File: src/hw/rtl/bc12_pkg.sv
package bc12_pkg;

    localparam logic [15:0] TICKS_PER_MINUTE = 16'd60000;
    localparam logic [15:0] PULSE_INTERVAL   = 16'd1000;
    localparam logic [15:0] COUNT_MAX        = 16'hFFFF;

    localparam logic [3:0] MINUTE_ONES_MAX = 4'd9;
    localparam logic [3:0] MINUTE_TENS_MAX = 4'd5;
    localparam logic [3:0] HOUR_ONES_MAX   = 4'd9;
    localparam logic [3:0] HOUR_ONES_TOP   = 4'd2;

    typedef enum logic [1:0] {
        MODE_TICK = 2'd0,
        MODE_LOAD = 2'd1,
        MODE_ACK  = 2'd2
    } t_mode;

    typedef enum logic [2:0] {
        CFG_ALARM_HOUR_TENS   = 3'd0,
        CFG_ALARM_HOUR_ONES   = 3'd1,
        CFG_ALARM_MINUTE_TENS = 3'd2,
        CFG_ALARM_MINUTE_ONES = 3'd3,
        CFG_ALARM_PM          = 3'd4,
        CFG_ALARM_ENABLE      = 3'd5
    } t_cfg_idx;

    typedef struct packed {
        logic [1:0] mode;
        logic [3:0] load_hour_tens;
        logic [3:0] load_hour_ones;
        logic [3:0] load_minute_tens;
        logic [3:0] load_minute_ones;
        logic       load_pm;
    } t_in_item;

    typedef struct packed {
        logic       hr_tens;
        logic [3:0] hr_ones;
        logic [2:0] min_tens;
        logic [3:0] min_ones;
        logic       is_pm;
        logic       minute_advanced;
        logic       alarm_sounding;
        logic       alarm_pulse;
    } t_out_item;

    typedef struct packed {
        logic       hr_tens;
        logic [3:0] hr_ones;
        logic [2:0] min_tens;
        logic [3:0] min_ones;
        logic       is_pm;
    } t_time;

    typedef struct packed {
        logic minute;
        logic pulse;
        logic sounding;
    } t_tick_stat;

    function automatic t_time clamp_load(input t_in_item item);
        t_time      t;
        logic       ht;
        logic [3:0] ho;
        ht = (item.load_hour_tens != 4'd0);
        ho = item.load_hour_ones;
        if (ht && ho > HOUR_ONES_TOP) ho = HOUR_ONES_TOP;
        if (ho > HOUR_ONES_MAX) ho = HOUR_ONES_MAX;
        t.hr_tens  = ht;
        t.hr_ones  = ho;
        t.min_tens = (item.load_minute_tens > MINUTE_TENS_MAX) ?
                     MINUTE_TENS_MAX[2:0] : item.load_minute_tens[2:0];
        t.min_ones = (item.load_minute_ones > MINUTE_ONES_MAX) ?
                     MINUTE_ONES_MAX : item.load_minute_ones;
        t.is_pm    = item.load_pm;
        return t;
    endfunction

endpackage

File: src/hw/rtl/bc12_digit.sv
module bc12_digit (
    input  logic       i_clk,
    input  logic       i_rst_n,
    input  logic       i_load,
    input  logic [3:0] i_load_digit,
    input  logic       i_carry,
    input  logic [3:0] i_max,
    output logic [3:0] o_next,
    output logic       o_carry
);

    logic [3:0] r_digit;
    logic [3:0] n_digit;

    always_comb begin
        o_carry = i_carry && (r_digit >= i_max);
        n_digit = r_digit;
        if (i_load) begin
            n_digit = i_load_digit;
        end else if (i_carry) begin
            n_digit = (r_digit >= i_max) ? 4'd0 : r_digit + 4'd1;
        end
    end

    always_ff @(posedge i_clk) begin
        if (!i_rst_n) begin
            r_digit <= 4'd0;
        end else begin
            r_digit <= n_digit;
        end
    end

    assign o_next = n_digit;

endmodule

File: src/hw/rtl/bc12_hour.sv
module bc12_hour import bc12_pkg::*; (
    input  logic       i_clk,
    input  logic       i_rst_n,
    input  logic       i_load,
    input  logic       i_load_tens,
    input  logic [3:0] i_load_ones,
    input  logic       i_load_pm,
    input  logic       i_carry,
    output logic       o_next_tens,
    output logic [3:0] o_next_ones,
    output logic       o_next_pm
);

    logic       r_tens;
    logic [3:0] r_ones;
    logic       r_pm;
    logic       n_tens;
    logic [3:0] n_ones;
    logic       n_pm;

    always_comb begin
        n_tens = r_tens;
        n_ones = r_ones;
        n_pm   = r_pm;
        if (i_load) begin
            n_tens = i_load_tens;
            n_ones = i_load_ones;
            n_pm   = i_load_pm;
        end else if (i_carry) begin
            if (r_tens && r_ones >= HOUR_ONES_TOP) begin
                n_tens = 1'b0;
                n_ones = 4'd1;
            end else if (r_ones >= HOUR_ONES_MAX) begin
                n_tens = 1'b1;
                n_ones = 4'd0;
            end else begin
                n_ones = r_ones + 4'd1;
            end
            if (r_tens && r_ones == 4'd1) begin
                n_pm = ~r_pm;
            end
        end
    end

    always_ff @(posedge i_clk) begin
        if (!i_rst_n) begin
            r_tens <= 1'b1;
            r_ones <= 4'd2;
            r_pm   <= 1'b0;
        end else begin
            r_tens <= n_tens;
            r_ones <= n_ones;
            r_pm   <= n_pm;
        end
    end

    assign o_next_tens = n_tens;
    assign o_next_ones = n_ones;
    assign o_next_pm   = n_pm;

endmodule

File: src/hw/rtl/bc12_alarm.sv
module bc12_alarm import bc12_pkg::*; (
    input  logic       i_clk,
    input  logic       i_rst_n,
    input  logic       i_cfg_we,
    input  logic [2:0] i_cfg_idx,
    input  logic [3:0] i_cfg_data,
    input  logic       i_tick,
    input  logic       i_ack,
    input  t_time      i_time,
    output logic       o_minute,
    output t_tick_stat o_stat
);

    t_time       r_alarm;
    logic        r_enable;
    logic [15:0] r_ms;
    logic [15:0] r_ivl;
    logic        r_sounding;
    logic [15:0] n_ms;
    logic [15:0] n_ivl;
    logic        n_sounding;
    logic [15:0] ms_inc;
    logic [15:0] ivl_inc;
    logic        minute;
    logic        pulse;
    logic        match;

    assign ms_inc = r_ms + 16'd1;
    assign minute = i_tick && (ms_inc >= TICKS_PER_MINUTE);

    always_comb begin
        ivl_inc = !r_enable ? 16'd0 : ((r_ivl < COUNT_MAX) ? r_ivl + 16'd1 : r_ivl);
        pulse   = i_tick && r_sounding && (ivl_inc >= PULSE_INTERVAL);
        match   = (i_time == r_alarm);
        n_ms       = r_ms;
        n_ivl      = r_ivl;
        n_sounding = r_sounding;
        if (i_tick) begin
            n_ms  = minute ? 16'd0 : ms_inc;
            n_ivl = pulse ? 16'd0 : ivl_inc;
            if (minute && match && r_enable) begin
                n_sounding = 1'b1;
            end
        end else if (i_ack) begin
            n_sounding = 1'b0;
        end
        if (i_cfg_we && (t_cfg_idx'(i_cfg_idx) == CFG_ALARM_ENABLE) && !i_cfg_data[0]) begin
            n_ivl = 16'd0;
        end
    end

    always_ff @(posedge i_clk) begin
        if (!i_rst_n) begin
            r_alarm    <= '0;
            r_enable   <= 1'b0;
            r_ms       <= 16'd0;
            r_ivl      <= 16'd0;
            r_sounding <= 1'b0;
        end else begin
            r_ms       <= n_ms;
            r_ivl      <= n_ivl;
            r_sounding <= n_sounding;
            if (i_cfg_we) begin
                case (t_cfg_idx'(i_cfg_idx))
                    CFG_ALARM_HOUR_TENS:   r_alarm.hr_tens  <= i_cfg_data[0];
                    CFG_ALARM_HOUR_ONES:   r_alarm.hr_ones  <= i_cfg_data;
                    CFG_ALARM_MINUTE_TENS: r_alarm.min_tens <= i_cfg_data[2:0];
                    CFG_ALARM_MINUTE_ONES: r_alarm.min_ones <= i_cfg_data;
                    CFG_ALARM_PM:          r_alarm.is_pm    <= i_cfg_data[0];
                    CFG_ALARM_ENABLE:      r_enable         <= i_cfg_data[0];
                    default: ;
                endcase
            end
        end
    end

    assign o_minute        = minute;
    assign o_stat.minute   = minute;
    assign o_stat.pulse    = pulse;
    assign o_stat.sounding = n_sounding;

endmodule

File: src/hw/rtl/bcd_12h_clock_with_alarm.sv
// BCD 12-hour clock with alarm.
// Input channel (i_in_valid / o_in_stall / i_in_data) carries one event per
// transaction: a millisecond tick, a time load, or an alarm acknowledge.
// Output channel (o_out_valid / i_out_stall / o_out_data) returns one result
// per event: the time after the event, the minute flag, the sounding flag
// and the buzzer pulse flag.
// The result sits in the output register the cycle after the event is taken.
// Throughput is one event per cycle while the receiver does not stall; the minute
// digits, hour cell and tick counters all update in the same cycle.
// When the receiver stalls, the result holds in the output register and
// o_in_stall rises while that register is full, so no event is lost.
// The config port (i_cfg_we / i_cfg_idx / i_cfg_data) writes the alarm time
// and enable; write it only while no event is in flight.
// Synchronous reset sets the time to 12:00 AM, clears the counters, the
// sounding flag and the alarm registers, and empties the output register.
module bcd_12h_clock_with_alarm import bc12_pkg::*; (
    input  logic       i_clk,
    input  logic       i_rst_n,
    input  logic       i_in_valid,
    output logic       o_in_stall,
    input  t_in_item   i_in_data,
    output logic       o_out_valid,
    input  logic       i_out_stall,
    output t_out_item  o_out_data,
    input  logic       i_cfg_we,
    input  logic [2:0] i_cfg_idx,
    input  logic [3:0] i_cfg_data
);

    logic       accept;
    logic       do_tick;
    logic       do_load;
    logic       do_ack;
    t_time      load_time;
    t_time      next_time;
    t_tick_stat stat;
    logic       minute_done;
    logic [3:0] mo_next;
    logic [3:0] mt_next;
    logic       mo_carry;
    logic       mt_carry;
    logic       r_out_valid;
    t_out_item  r_out;

    assign o_in_stall = r_out_valid && i_out_stall;
    assign accept     = i_in_valid && !o_in_stall;
    assign do_tick    = accept && (t_mode'(i_in_data.mode) == MODE_TICK);
    assign do_load    = accept && (t_mode'(i_in_data.mode) == MODE_LOAD);
    assign do_ack     = accept && (t_mode'(i_in_data.mode) == MODE_ACK);
    assign load_time  = clamp_load(i_in_data);

    bc12_digit u_minute_ones (
        .i_clk        (i_clk),
        .i_rst_n      (i_rst_n),
        .i_load       (do_load),
        .i_load_digit (load_time.min_ones),
        .i_carry      (minute_done),
        .i_max        (MINUTE_ONES_MAX),
        .o_next       (mo_next),
        .o_carry      (mo_carry)
    );

    bc12_digit u_minute_tens (
        .i_clk        (i_clk),
        .i_rst_n      (i_rst_n),
        .i_load       (do_load),
        .i_load_digit ({1'b0, load_time.min_tens}),
        .i_carry      (mo_carry),
        .i_max        (MINUTE_TENS_MAX),
        .o_next       (mt_next),
        .o_carry      (mt_carry)
    );

    bc12_hour u_hour (
        .i_clk       (i_clk),
        .i_rst_n     (i_rst_n),
        .i_load      (do_load),
        .i_load_tens (load_time.hr_tens),
        .i_load_ones (load_time.hr_ones),
        .i_load_pm   (load_time.is_pm),
        .i_carry     (mt_carry),
        .o_next_tens (next_time.hr_tens),
        .o_next_ones (next_time.hr_ones),
        .o_next_pm   (next_time.is_pm)
    );

    assign next_time.min_ones = mo_next;
    assign next_time.min_tens = mt_next[2:0];

    bc12_alarm u_alarm (
        .i_clk      (i_clk),
        .i_rst_n    (i_rst_n),
        .i_cfg_we   (i_cfg_we),
        .i_cfg_idx  (i_cfg_idx),
        .i_cfg_data (i_cfg_data),
        .i_tick     (do_tick),
        .i_ack      (do_ack),
        .i_time     (next_time),
        .o_minute   (minute_done),
        .o_stat     (stat)
    );

    always_ff @(posedge i_clk) begin
        if (!i_rst_n) begin
            r_out_valid <= 1'b0;
        end else if (accept) begin
            r_out_valid <= 1'b1;
        end else if (!i_out_stall) begin
            r_out_valid <= 1'b0;
        end
    end

    always_ff @(posedge i_clk) begin
        if (accept) begin
            r_out.hr_tens         <= next_time.hr_tens;
            r_out.hr_ones         <= next_time.hr_ones;
            r_out.min_tens        <= next_time.min_tens;
            r_out.min_ones        <= next_time.min_ones;
            r_out.is_pm           <= next_time.is_pm;
            r_out.minute_advanced <= stat.minute;
            r_out.alarm_sounding  <= stat.sounding;
            r_out.alarm_pulse     <= stat.pulse;
        end
    end

    assign o_out_valid = r_out_valid;
    assign o_out_data  = r_out;

    a_pulse_needs_sounding: assert property (@(posedge i_clk) disable iff (!i_rst_n)
        r_out_valid && r_out.alarm_pulse |-> r_out.alarm_sounding)
        else $error("pulse without sounding flag");

    a_digits_in_range: assert property (@(posedge i_clk) disable iff (!i_rst_n)
        r_out_valid |-> r_out.min_ones <= MINUTE_ONES_MAX &&
                        r_out.min_tens <= MINUTE_TENS_MAX[2:0] &&
                        r_out.hr_ones <= HOUR_ONES_MAX)
        else $error("time digit out of range");

    a_stall_only_when_full: assert property (@(posedge i_clk) disable iff (!i_rst_n)
        o_in_stall |-> r_out_valid)
        else $error("input stalled with empty output register");

    a_accept_fills_output: assert property (@(posedge i_clk) disable iff (!i_rst_n)
        accept |=> r_out_valid)
        else $error("accepted event left no result");

endmodule

File: config.mk
export PLATFORM = sky130hd
export DESIGN_NAME = bcd_12h_clock_with_alarm
export DESIGN_NICKNAME = d
export VERILOG_FILES = /design/src/hw/rtl/bc12_pkg.sv /design/src/hw/rtl/bc12_digit.sv /design/src/hw/rtl/bc12_hour.sv /design/src/hw/rtl/bc12_alarm.sv /design/src/hw/rtl/bcd_12h_clock_with_alarm.sv
export SDC_FILE = /design/constraint.sdc
export NUM_CORES = 1
export LEC_CHECK = 0
export ABC_AREA = 1
export BUFFER_PORTS_ARGS = -buffer_cell sky130_fd_sc_hd__buf_2
export CAP_MARGIN = 0
export CORE_MARGIN = 2
export CORE_UTILIZATION = 45
export CTS_CLUSTER_DIAMETER = 60
export DETAILED_ROUTE_END_ITERATION = 12
export PLACE_DENSITY = 0.66
export SYNTH_ARGS = -nofsm -noshare
export SYNTH_HDL_FRONTEND = slang
export SYNTH_SLANG_ARGS = --single-unit
File: constraint.sdc
create_clock -name i_clk -period 3.05 [get_ports i_clk]
set_input_delay 0.61 -clock i_clk [delete_from_list [all_inputs] [get_ports i_clk]]
set_output_delay 0.61 -clock i_clk [all_outputs]
set_load 0.03 [all_outputs]
==> Word level (Yosys, flattened, before mapping) <==
Cells that the tools add are included.
{ "classes": {"addsub": 5, "order_cmp": 11, "eq_ne": 10, "muxes": 30, "bitwise": 2, "n_reduce_logical": 30} }
{ "op_table": {"columns": ["cell", "n"], "rows": [
  ["$mux 16", 4],
  ["$mux 4", 11],
  ["$add 16x1->16 const B", 2],
  ["$logic_and 1x1->1", 17],
  ["$ge 16x10->1 const B", 1],
  ["$ge 16x16->1 const B", 1],
  ["$lt 16x16->1 const B", 1],
  ["$eq 13x13->1", 1],
  ["$add 4x1->4 const B", 3],
  ["$mux 1", 12],
  ["$reduce_and 2->1", 6],
  ["$mux 3", 3],
  ["$ge 4x4->1 const B", 2],
  ["$gt 4x4->1 const B", 2],
  ["$eq 3x2->1 const B", 2],
  ["$eq 3x3->1 const B", 2],
  ["$eq 4x1->1 const B", 1],
  ["$ge 4x2->1 const B", 1],
  ["$ge 4x3->1 const B", 1],
  ["$gt 4x2->1 const B", 1],
  ["$gt 4x3->1 const B", 1],
  ["$reduce_bool 4->1", 1],
  ["$reduce_or 2->1", 2],
  ["$eq 3x1->1 const B", 1],
  ["7 further kinds", 9]
]} }
{ "totals": {"regBits": 78, "in_bits": 31, "output_inout_bits": 18, "wordCells": 112} }

==> Logic depth before layout (Yosys ltp) <==
Gate-level depths: netlist of run 1.
{ "depth": {"ltp_word": 14, "ltp_mapped": 25, "mapped_depth_nobuf": 25} }

==> Hierarchy <==
From an unflattened synthesis of run 1, not the netlist that was laid out.
{ "unflattened": {"cells_unflattened": 740, "area_unflattened_um2": 4983.5} }
{ "modules_own_cells": {"columns": ["module", "instances", "cells_each", "area_each_um2", "seq_area_each_um2"], "rows": [
  ["bc12_alarm", 1, 483, 3080.5, 940.9],
  ["bc12_digit", 2, 62, 369.1, 80.1],
  ["bcd_12h_clock_with_alarm", 1, 59, 684.4, 500.5],
  ["bc12_hour", 1, 74, 480.5, 120.1]
]} }

==> Worst setup path after synthesis of run 1 <==
No wires, ideal clock.
{ "synth_timing": {"path_type": "in2reg", "from": "input port i_out_stall", "to": "register r_out (netlist bit o_out_data[1]), data pin", "setup_time_ns": 0.266, "t_arrival_ns": 2.970, "required_time_ns": 2.784, "path_slack_ns": -0.185, "cell_stages": 17, "path_buffers": 0, "path_cell_list": "nand2_1 -> inv_1 -> nor2_2 -> nand3_1 -> inv_2 -> nand2_1 -> nor2_2 -> nand3_2 -> clkinv_2 -> nand4_2 -> a21oi_1 -> nand2_1 -> nand2_2 -> xor2_1 -> nor2_2 -> nand3_2 -> nand2_1"} }
{ "synth_rtl": {"columns": ["item", "line_no", "source"], "rows": [
  ["from (decl)", "bcd_12h_clock_with_alarm.sv:23", "input logic i_out_stall,"],
  ["to (decl)", "bcd_12h_clock_with_alarm.sv:43", "t_out_item r_out;"]
]} }

==> Worst setup path in the final report of run 1 <==
{ "layout_timing": {"from": "register u_alarm.r_ms[0]", "to": "register r_out (netlist bit o_out_data[1]), data pin"} }
{ "layout_between": {"elab_chain_len": 12, "elab_cells_between_ends": 20, "classes_between": "add/sub: 1; order compare: 1; eq/ne: 1; mux: 12; reduce/logical: 5"} }
{ "layout_lines": {"columns": ["item", "line_no", "source"], "rows": [
  ["from (decl)", "bc12_alarm.sv:16", "logic [15:0] r_ms;"],
  ["from (signal assigned)", "bc12_alarm.sv:60", "r_ms <= n_ms;"],
  ["$add 16x1->16 *", "bc12_alarm.sv:28", "assign ms_inc = r_ms + 16'd1;"],
  ["$ge 16x16->1 *", "bc12_alarm.sv:29", "assign minute = i_tick && (ms_inc >= TICKS_PER_MINUTE);"],
  ["$logic_and 1x1->1 *", "bc12_alarm.sv:29", null],
  ["$logic_and 1x1->1 (2 in a row)", "bc12_digit.sv:16", "o_carry = i_carry && (r_digit >= i_max);"],
  ["$mux 1 or $mux 4 (tied branches)", "bc12_hour.sv:29", "end else if (i_carry) begin"],
  ["$mux 1 or $mux 4 (tied branches)", "bc12_hour.sv:25", "if (i_load) begin"],
  ["$eq 13x13->1", "bc12_alarm.sv:34", "match = (i_time == r_alarm);"],
  ["$logic_and 1x1->1 * (2 in a row)", "bc12_alarm.sv:41", "if (minute && match && r_enable) begin"],
  ["$mux 1 *", "bc12_alarm.sv:41", null],
  ["$mux 1 *", "bc12_alarm.sv:38", "if (i_tick) begin"],
  ["via u_alarm.n_sounding", "bc12_alarm.sv:21", "logic n_sounding;"]
]} }
Mark *: on every way through the listed nets, which the timed path passes. The rest lies on a longest branch.
A chain may end at the register's enable or synchronous reset.

==> metrics, run 1 <==
Crit path buffers/inverters=1; Die Span Y=106 um; Filler Cells Inserted=1015; Synth Register Bits=78; TritonCTS Buffers=9; Slew @ Worst Pin=0.510 ns; Reg2Reg Depth=19; final setup margin=0.212 ns; CTS tree=built; CORE AREA=0.0102 mm^2; grt total ovfl=0; Starting Density=45.8%; first-pass GRT wire length=20000 um; Leak Pwr=2.43 nW; crit path DAT=3.07 ns; cell-internal power=1.56 mW; Reg power frac=50.8%; clock share of power=36.6%; setup_tns=0 ns; VDD IR max=0.000168 V; Reg2Reg Setup Slack=0.21 ns; Highest Signal Layer=met4; synth top area cells=dfxtp_1 (27%), nand2_1 (14%), edfxtp_1 (10%), inv_1 (7.6%), a21oi_1 (5.8%); vias in the first global route=4305; Net Sw Power=0.623 mW; Via density=5.10; PD cells=399 mW/mm^2; Reg-to-Reg Start=u_alarm.r_ms[0]; die extent in x=106 um; CTS Hold Bufs=0; sequential share of the synthesized area=36.8%; Yosys warning count=0; Max transition margin=65.7%; met2 WL=5630 um; row cnt=37; Post-Synthesis Cell Area=0.00468 mm^2; first drt pass iteration count=5; Worst Path Class, Setup=reg2reg; status=finished, final reports clean; Die ar.=0.0112 mm^2; Clock transition at path regs=0.09 ns; Max Clock Skew=0.00769 ns; async set-or-reset flop fraction in the synthesized netlist=0%; Clock Latency Late Sink=0.36 ns; Main synth FF type=dfxtp_1; Reg2Reg Capture Point=o_out_data[1]; Final Setup Violations=0; dpl hpwl=9110 um; hold_ws=0.480 ns; post-route design area=0.00546 mm^2; CTS Buffer Depth=2; Sink Count=78; most numerous cell in the Yosys netlist=nand2_1; Synth cell types=41; Critical Path Max Stage Delay=0.36 ns; Sw Share=28.6%; met3 routed wirelength=384 um; H-tree depth=3; Routed Antenna Nets=0; via count=4534; Highest Clock Rate=352 MHz; Iteration-0 DRC Markers=213; syn nets=723; crit path max fanout=8; CP endpoint kind=flop; largest area contributor in the netlist=dfxtp_1; cell count after synthesis=680; placed cell areas=0.00514 mm^2; leading cell types by count after synthesis=nand2_1 (176), inv_1 (95), nor2_1 (65); hold path startpoint=u_alarm.r_alarm[1]; Final Hold Viols=0; Comb pwr share=12.6%; initial antenna violation count=0; drc violations=0; Slew Viols, Final=0; Routed wire per std cell=13.7 um; worst-path cell chain=ha_2, nand2_2, nor3_2, nand2_2, xor2_2, inv_1, nand2_1, nand2_2, nand2_8, nand3_4, nor2_8, nand2_2, nand3_2, nand2_1, a21oi_1, nand2_1, nor2_1, nand3_2, nand2_1; final WL=12200 um; largest net degree at the start of global routing=31; Tightest Hold Check Type=reg2reg; clock root buffer=clkbuf_8; Synth top area share=26.5%; total track usage=22.3%; num ports=49; Port Buffer Count=48; Period Utilization, post-route=93.0%; syn avg cell area=6.89 um^2; minimum clock period=2.84 ns; Post-synth EDFFs=16; layout cells sized above 1=18.9%; Final #Nets=791; worst path required time=3.29 ns; antenna cells=0; hold worst-path end=u_alarm.r_alarm[1]; WHS Path Cells=2; pre-CTS WS=0.199 ns; maxcap violations=0; M1 WL=5780 um; synthesis-to-layout area growth=16.6%; Startpoint Class=flop; GPL Wtd Cong=0.947; cell family with most CP delay=simple AND/OR/NAND/NOR gates; critical path's slowest cell=dfxtp_2
-- power by group through the flow --
stage / Clock [mW] / Combinational (mW) / Sequential [mW]
floorplan: 0 / 0.141 / 1.16
global placement: 0 / 0.260 / 1.13
detailed placement: 0 / 0.263 / 1.13
CTS: 0.811 / 0.264 / 1.11
global route: 0.859 / 0.306 / 1.11
finish: 0.798 / 0.275 / 1.11
-- layer usage --
| metal | global-route usage (%) | vias up |
|---|---|---|
| li1 | - | 2314 |
| met1 | 30.1 | 2100 |
| met2 | 35.9 | 95 |
| met3 | 2.33 | 25 |
| met4 | 10.8 | 0 |
| met5 | 0 | - |
-- layout make-up --
cell class                      count  area [um^2]  share of cell area [%]
Timing Repair Buffer               69          398                    7.29
Tap cell                          136          170                    3.12
Clock inverter                      7         71.3                    1.31
Sequential cell                    78         1730                    31.6
Inverter                          104          392                    7.17
Clock buffer                        9          124                    2.27
Multi-Input combinational cell    486         2580                    47.2
-- tightest hold or removal path, cell delays in order, from the launching register on --
cell and delay (ns):
dfxtp_1 0.32, inv_1 0.06, a21oi_1 0.06
-- metrics by stage --
stage | utilization [%] | instances | power (mW)
after CTS | 52.1 | 880 | 2.18
after detailed placement | 50.2 | 864 | 1.39
after floorplan | - | 680 | 1.30
final | 53.4 | 889 | 2.18
after global routing | 53.4 | 889 | 2.28
after global placement | 50.2 | 864 | 1.39
-- registers in the layout (all words and copies together), names as in the netlist --
signal	count
o_out_data	16
o_out_valid	1
u_alarm.r_ms	16
u_alarm.r_alarm	13
u_minute_ones.r_digit	4
u_alarm.r_sounding	1
u_minute_tens.r_digit	4
u_alarm.r_enable	1
u_hour.r_tens	1
u_hour.r_pm	1
u_hour.r_ones	4
u_alarm.r_ivl	16
-- cells in the final DEF (no fill, tap or decap), types with 4 or more instances in the layout --
cell,count
edfxtp_1,16
nand4_1,13
inv_1,94
nand3b_1,5
nand2_1,174
inv_2,6
nor2_2,5
nor2_4,4
nor3_1,7
dfxtp_1,58
nand3_2,4
o21ai_0,36
ha_1,11
dfxtp_2,4
xor2_1,14
nand3_1,47
nand2_2,10
buf_2,48
buf_4,21
nor2_1,63
a21oi_1,54
clkbuf_8,9
or2_2,5
-- logic make-up after synthesis --
logic type / after synthesis / synth area share, %
AND/OR/NAND/NOR: 350 / 34.6
buffers and inverters: 116 / 9.41
AO/OA/AOI/OAI: 105 / 12.2
flip-flops: 78 / 36.8
XOR/XNOR: 19 / 3.88
adder cells (fa/ha/maj): 12 / 3.21
-- what timing repair did --
| action | 4_1_cts | 5_1_grt |
|---|---|---|
| setup endpoints to repair | 0 | 19 |
| gates resized for setup | 0 | 16 |
| buffers inserted | 0 | 9 |
-- how the worst max path moves through the flow --
stage | cells past startpoint | from | slack [ns] | to
global placement | 21 | i_out_stall | 0.24 | o_out_data[1]
floorplan | 17 | i_out_stall | 0.05 | o_out_data[1]
global route | 16 | u_alarm.r_ivl[0] | -0.04 | u_alarm.r_ivl[13]
detailed placement | 16 | u_alarm.r_ivl[1] | 0.20 | u_alarm.r_ivl[2]
CTS | 16 | u_alarm.r_ivl[0] | 0.16 | u_alarm.r_ivl[2]
finish | 19 | u_alarm.r_ms[0] | 0.21 | o_out_data[1]
Power figures use the tool's default switching activity.
==> run 2: changes to the inputs <==
--- a/config.mk
+++ b/config.mk
@@ -8,11 +8,9 @@
 export ABC_AREA = 1
 export BUFFER_PORTS_ARGS = -buffer_cell sky130_fd_sc_hd__buf_2
 export CAP_MARGIN = 0
-export CORE_MARGIN = 2
-export CORE_UTILIZATION = 45
+export CORE_UTILIZATION = 40
 export CTS_CLUSTER_DIAMETER = 60
 export DETAILED_ROUTE_END_ITERATION = 12
-export PLACE_DENSITY = 0.66
 export SYNTH_ARGS = -nofsm -noshare
 export SYNTH_HDL_FRONTEND = slang
 export SYNTH_SLANG_ARGS = --single-unit
==> run 2 against run 1 <==
Effect of this change:
- global-route usage decreased by 1.3 points
- sequential power about the same
- final cell count decreased by 0.34%
==> metrics, run 2 (same netlist as run 1, synthesis figures left out) <==
# resized after CTS=0 (unchanged); Period Utilization, post-route=90.2% (-2.8 points); CP endpoint kind=flop; Slew @ Worst Pin=0.541 ns (+0.0310 ns); die extent in x=110 um (+4.0%); maxcap violations=0 (unchanged); row cnt=39 (+5.4%); register area=0.00172 mm^2 (-0.22%); Reg2Reg Setup Slack=0.30 ns (+0.09 ns); CTS tree=built; H-tree depth=3 (unchanged); num ports=49 (unchanged); crit path DAT=3.04 ns (-0.03 ns); via count=4403 (-2.9%); cell family with most CP delay=simple AND/OR/NAND/NOR gates; Crit path depth=16 (-3); PD cells=445 mW/mm^2 (+11%); Tightest Hold Check Type=reg2reg; worst-path cell chain=ha_1, nand2_1, nor3_1, nand2_1, nor2_2, nand2_2, inv_2, nor2_1, nand2_1, xor2_1, nand2_1, nand4_1, nand3b_1, a21oi_4, nand2_1, a21oi_1; met3 usage=5.17% (+2.8 points); Critical Path Source=u_alarm.r_ivl[1]; worst path required time=3.33 ns (+0.04 ns); first-pass GRT wire length=19500 um (-2.5%); grt total ovfl=0 (unchanged); Max transition margin=63.6% (-2.1 points); Port Buffer Count=48 (unchanged); most used routing layer in global routing=met2; commonest cells after routing, fill and taps aside=nand2_1 (175), inv_1 (95), nor2_1 (63); Reg2Reg Depth=16 (-3); Worst Path Class, Setup=reg2reg; Iteration-0 DRC Markers=185 (-13%); CORE AREA=0.0114 mm^2 (+12%); # Post-CTS Setup Buffers=0 (unchanged); dpl hpwl=8880 um (-2.5%); Final Instance Count excl. Fillers=886 (-0.34%); layout cells sized above 1=16.7% (-2.2 points); Final Hold Viols=0 (unchanged); Critical Path Max Stage Delay=0.40 ns (+0.04 ns); Filler Cells Inserted=1164 (+15%); Die Span Y=110 um (+4.0%); Leak Pwr=2.42 nW (-0.60%); clock root buffer=clkbuf_16; multi-input logic area=0.00254 mm^2 (-1.3%); TritonCTS Buffers=9 (unchanged); CTS Hold Bufs=0 (unchanged); met1 usage=28.2% (-1.9 points); Startpoint Class=flop; Placed Cells incl. Taps=870 (+0.69%); minimum clock period=2.75 ns (-0.0859 ns); Die ar.=0.0121 mm^2 (+8.1%); Pwr Total=2.42 mW (+11%); initial antenna violation count=0 (unchanged); first drt pass iteration count=5 (unchanged); Reg2Reg Capture Point=u_alarm.r_ivl[0]; synthesis-to-layout area growth=16.4%; most frequent CP cell=nand2_1; Crit path buffers/inverters=1 (unchanged); Via density=4.97 (-2.6%); critical path's slowest cell=dfxtp_1; Routed wire per std cell=13.1 um (-4.6%); antenna cells=0 (unchanged); final WL=11600 um (-4.9%); most common cell after layout, fill and taps aside=nand2_1; total track usage=21.0% (-1.3 points); Starting Density=41.0% (-4.8 points); Clock transition at path regs=0.07 ns (-0.02 ns); VDD IR max=0.000277 V (+64%); GPL Wtd Cong=0.898 (-5.1%); Sink Count=78 (unchanged); vias in the first global route=4060 (-5.7%); hold_ws=0.476 ns (-0.00418 ns); Max Clock Skew=0.00496 ns (-0.00274 ns); Final Setup Violations=0 (unchanged); Final #Nets=781 (-1.3%); status=finished, final reports clean; GR Layer Usage met2=33.1% (-2.9 points); crit path max fanout=8 (unchanged); CTS Buffer Depth=2 (unchanged); largest net degree at the start of global routing=32 (+3.2%); Reg-to-Reg Start=u_alarm.r_ivl[1]; CP Capture Point=u_alarm.r_ivl[0]; Clock Latency Late Sink=0.35 ns (about the same); Highest Clock Rate=363 MHz (+3.1%); Slew Viols, Final=0 (unchanged); drc violations=0 (unchanged); Routed Antenna Nets=0 (unchanged)
## run 2: changes by cell type in the layout (fill, tap and decap cells not counted), sizes merged
cell and change:
buf -10, bufinv -1, clkinv -1, inv +2
## run 2: final cells by class
| type | instances | area share, % |
|---|---|---|
| multi-input combinational | 486 | 46.7 |
| timing repair buffer | 59 | 5.92 |
| sequential | 78 | 31.6 |
| tap | 143 | 3.28 |
| clock inverter | 7 | 1.17 |
| inverter | 104 | 7.19 |
| clock buffer | 9 | 4.13 |
## run 2: worst register-to-register path: stages (launching register included)
cell and delay [ns]:
dfxtp_1 0.40, ha_1 0.21, nand2_1 0.09, nor3_1 0.26
nand2_1 0.14, nor2_2 0.15, nand2_2 0.15, inv_2 0.15
nor2_1 0.07, nand2_1 0.09, xor2_1 0.18, nand2_1 0.07
nand4_1 0.10, nand3b_1 0.16, a21oi_4 0.27, nand2_1 0.08
a21oi_1 0.12
## run 2: worst min path at each step
stage	slack (ns)	from	endpoint	cells past startpoint
2_1_floorplan	0.44	u_alarm.r_alarm[9]	u_alarm.r_alarm[9]	2
3_3_place_gp	0.46	u_alarm.r_alarm[1]	u_alarm.r_alarm[1]	2
3_5_place_dp	0.47	u_alarm.r_alarm[7]	u_alarm.r_alarm[7]	2
4_1_cts	0.48	u_alarm.r_alarm[7]	u_alarm.r_alarm[7]	2
5_1_grt	0.50	u_alarm.r_alarm[1]	u_alarm.r_alarm[1]	2
6_report	0.48	u_alarm.r_alarm[6]	u_alarm.r_alarm[6]	2
## run 2: where the power goes
part | internal (mW) | total [mW] | switching (mW)
logic | 0.0831 | 0.261 | 0.178
clock network | 0.571 | 1.05 | 0.483
registers | 1.09 | 1.11 | 0.0204
total | 1.74 | 2.42 | 0.682
## run 2: per-stage QoR
stage          area (um^2)  util [%]  setup WS, ns  TNS (ns)
6_report              5450      47.7         0.298         0
2_1_floorplan         4690         -        0.0542         0
5_1_grt               5450      47.7       -0.0166   -0.0196
3_3_place_gp          5140      45.0         0.308         0
3_5_place_dp          5140      45.0         0.248         0
4_1_cts               5430      47.5         0.269         0
## run 2: metal layers
metal / vias to the layer above / wire length [um]
li1: 2306 / -
met1: 1961 / 5610
met2: 116 / 5150
met3: 20 / 578
met4: 0 / 228
met5: - / 0
==> run 3: changes to the inputs <==
--- a/config.mk
+++ b/config.mk
@@ -11,6 +11,7 @@
 export CORE_UTILIZATION = 40
 export CTS_CLUSTER_DIAMETER = 60
 export DETAILED_ROUTE_END_ITERATION = 12
+export SETUP_SLACK_MARGIN = 0.4
 export SYNTH_ARGS = -nofsm -noshare
 export SYNTH_HDL_FRONTEND = slang
 export SYNTH_SLANG_ARGS = --single-unit
==> run 3 against run 2 <==
Effect of this change:
- sequential share of layout area down 2.9 points
- final cell count up 4.1%
- worst setup slack better by 0.14 ns
- largest power group is now the clock network
- maximum frequency up 5.4%
- cell area up 12%
- routed wire length up 7.8%
- largest cell class unchanged
- clock skew up 0.0036 ns
==> metrics, run 3 (same netlist as run 1, synthesis figures left out) <==
status=finished, final reports clean; VDD IR max=0.000385 V (+39%); post-route design area=0.00611 mm^2 (+12%); met3 usage=5.17% (unchanged); Iteration-0 DRC Markers=268 (+45%); Max transition margin=65.8% (+2.2 points); via count=4589 (+4.2%); Final #Nets=817 (+4.6%); Highest Clock Rate=383 MHz (+5.4%); largest net degree at the start of global routing=32 (unchanged); Finished Core Util=53.5% (+5.8 points); Reg2Reg Depth=20 (+4); most used routing layer in global routing=met2; Tightest Hold Check Type=reg2reg; H-tree depth=3 (unchanged); drc violations=0 (unchanged); CTS Buffer Depth=2 (unchanged); WHS Path Cells=2 (unchanged); minimum clock period=2.61 ns (-0.141 ns); total track usage=21.7% (+0.65 points); die extent in x=110 um (unchanged); Routed wire per std cell=13.5 um (+3.6%); Startpoint Class=flop; Slew Viols, Final=0 (unchanged); Max Clock Skew=0.00859 ns (+0.00364 ns); crit path DAT=2.69 ns (-0.35 ns); worst path required time=3.13 ns (-0.20 ns); setup_tns=0 ns (unchanged); pre-CTS WS=0.196 ns (-0.0518 ns); CTS tree=built; GR Layer Usage met2=35.8% (+2.8 points); Clock transition at path regs=0.06 ns (about the same); placed cell areas=0.00518 mm^2 (+0.80%); TritonCTS Buffers=9 (unchanged); layout cells sized above 1=28.9% (+12 points); crit path max fanout=7 (-1); Leak Pwr=2.74 nW (+13%); met1 usage=27.9% (-0.32 points); Port Buffer Count=48 (unchanged); CORE AREA=0.0114 mm^2 (unchanged); Final Hold Viols=0 (unchanged); RSZ-0062 raised after global routing=yes; Final Setup Violations=0 (unchanged); Period Utilization, post-route=85.6% (-4.6 points); Sink Count=78 (unchanged); most common cell after layout, fill and taps aside=nand2_1; synthesis-to-layout area growth=30.4%; grt total ovfl=0 (unchanged); final setup margin=0.439 ns (+0.141 ns); clock root buffer=clkbuf_16; first-pass GRT wire length=20000 um (+2.7%); CP endpoint kind=flop; GPL Wtd Cong=0.862 (-4.0%); row cnt=39 (unchanged); antenna cells=0 (unchanged); Routed Antenna Nets=0 (unchanged); dpl hpwl=9060 um (+2.0%); Worst Path Class, Setup=reg2reg; Via density=4.98 (+0.15%); initial antenna violation count=0 (unchanged); Die Span Y=110 um (unchanged); num ports=49 (unchanged); final WL=12500 um (+7.8%); PD cells=448 mW/mm^2 (+0.72%); first drt pass iteration count=5 (unchanged); Reg2Reg Setup Slack=0.44 ns (+0.14 ns); Die ar.=0.0121 mm^2 (unchanged); vias in the first global route=4263 (+5.0%); Pwr Total=2.74 mW (+13%); Slew @ Worst Pin=0.508 ns (-0.0328 ns); Starting Density=41.0% (unchanged); maxcap violations=0 (unchanged); commonest cells after routing, fill and taps aside=nand2_1 (149), inv_1 (92), nor2_1 (58); Clock Latency Late Sink=0.35 ns (about the same)
==> run 3: changes by cell type in the layout (fill, tap and decap cells not counted), moves of 5 or more <==
cell and delta:
a21oi_1 -6, nand3_2 +6, a21oi_2 +6, dfxtp_2 +7
nor2_1 -5, dfxtp_4 +6, dfxtp_1 -13, buf_4 +33
nand3_1 -6, nand2_2 +21, nand2_1 -26
==> run 3: where the power goes <==
group          switching, mW  internal, mW
Clock                  0.452         0.886
Sequential            0.0214          1.08
Combinational          0.196        0.0969
==> run 3: cell type report <==
cell class / count / area [um^2]
clock buffers: 9 / 225
clock inverters: 7 / 145
fillers: 1119 / 5310
inverters: 104 / 408
multi-input cells: 486 / 2790
flip-flops and latches: 78 / 1750
well taps: 143 / 179
repair buffers: 95 / 604
==> run 3: repair_timing <==
action / 4_1_cts / 5_1_grt
endpoints found under the hold margin: 0 / 0
resized for setup: 20 / 71
setup buffers: 15 / 21
pin swaps: 17 / 41
hold buffers: 0 / 0
endpoints found under the setup margin: 19 / 21
==> run 3: critical path: stages, from the launching register on <==
cell	delay (ns)
dfxtp_1	0.38
nand2_2	0.13
nor2_4	0.15
nand2_4	0.10
nor2_8	0.14
xor2_2	0.16
nand2_1	0.06
nand2_1	0.08
nand2_2	0.06
nand2_4	0.13
nand3_4	0.13
nor2_8	0.20
nand2_1	0.10
nand2_2	0.08
nand2_2	0.07
nand2_2	0.07
nand2_1	0.07
nand3_2	0.07
nor2_2	0.04
nand3_2	0.08
nand2_1	0.05
==> run 3: path summary, 6_finish.rpt <==
| kind | from | to |
|---|---|---|
| worst max register to register | u_alarm.r_ms[3] | o_out_data[1] |
| worst min-delay path | u_alarm.r_alarm[11] | u_alarm.r_alarm[11] |
| worst min register to register | u_alarm.r_alarm[11] | u_alarm.r_alarm[11] |
| worst max-delay path | u_alarm.r_ms[3] | o_out_data[1] |
==> run 3: per-stage QoR <==
step	hold slack, ns	cells
after detailed placement	0.462	870
after floorplan	0.444	680
after global routing	0.492	922
final	0.476	922
after global placement	0.457	870
after CTS	0.471	901
==> run 3: layer usage <==
metal | up-vias | part of all wire (%)
li1 | 2366 | -
met1 | 2119 | 47
met2 | 90 | 47
met3 | 14 | 4.3
met4 | 0 | 1.6
met5 | - | 0
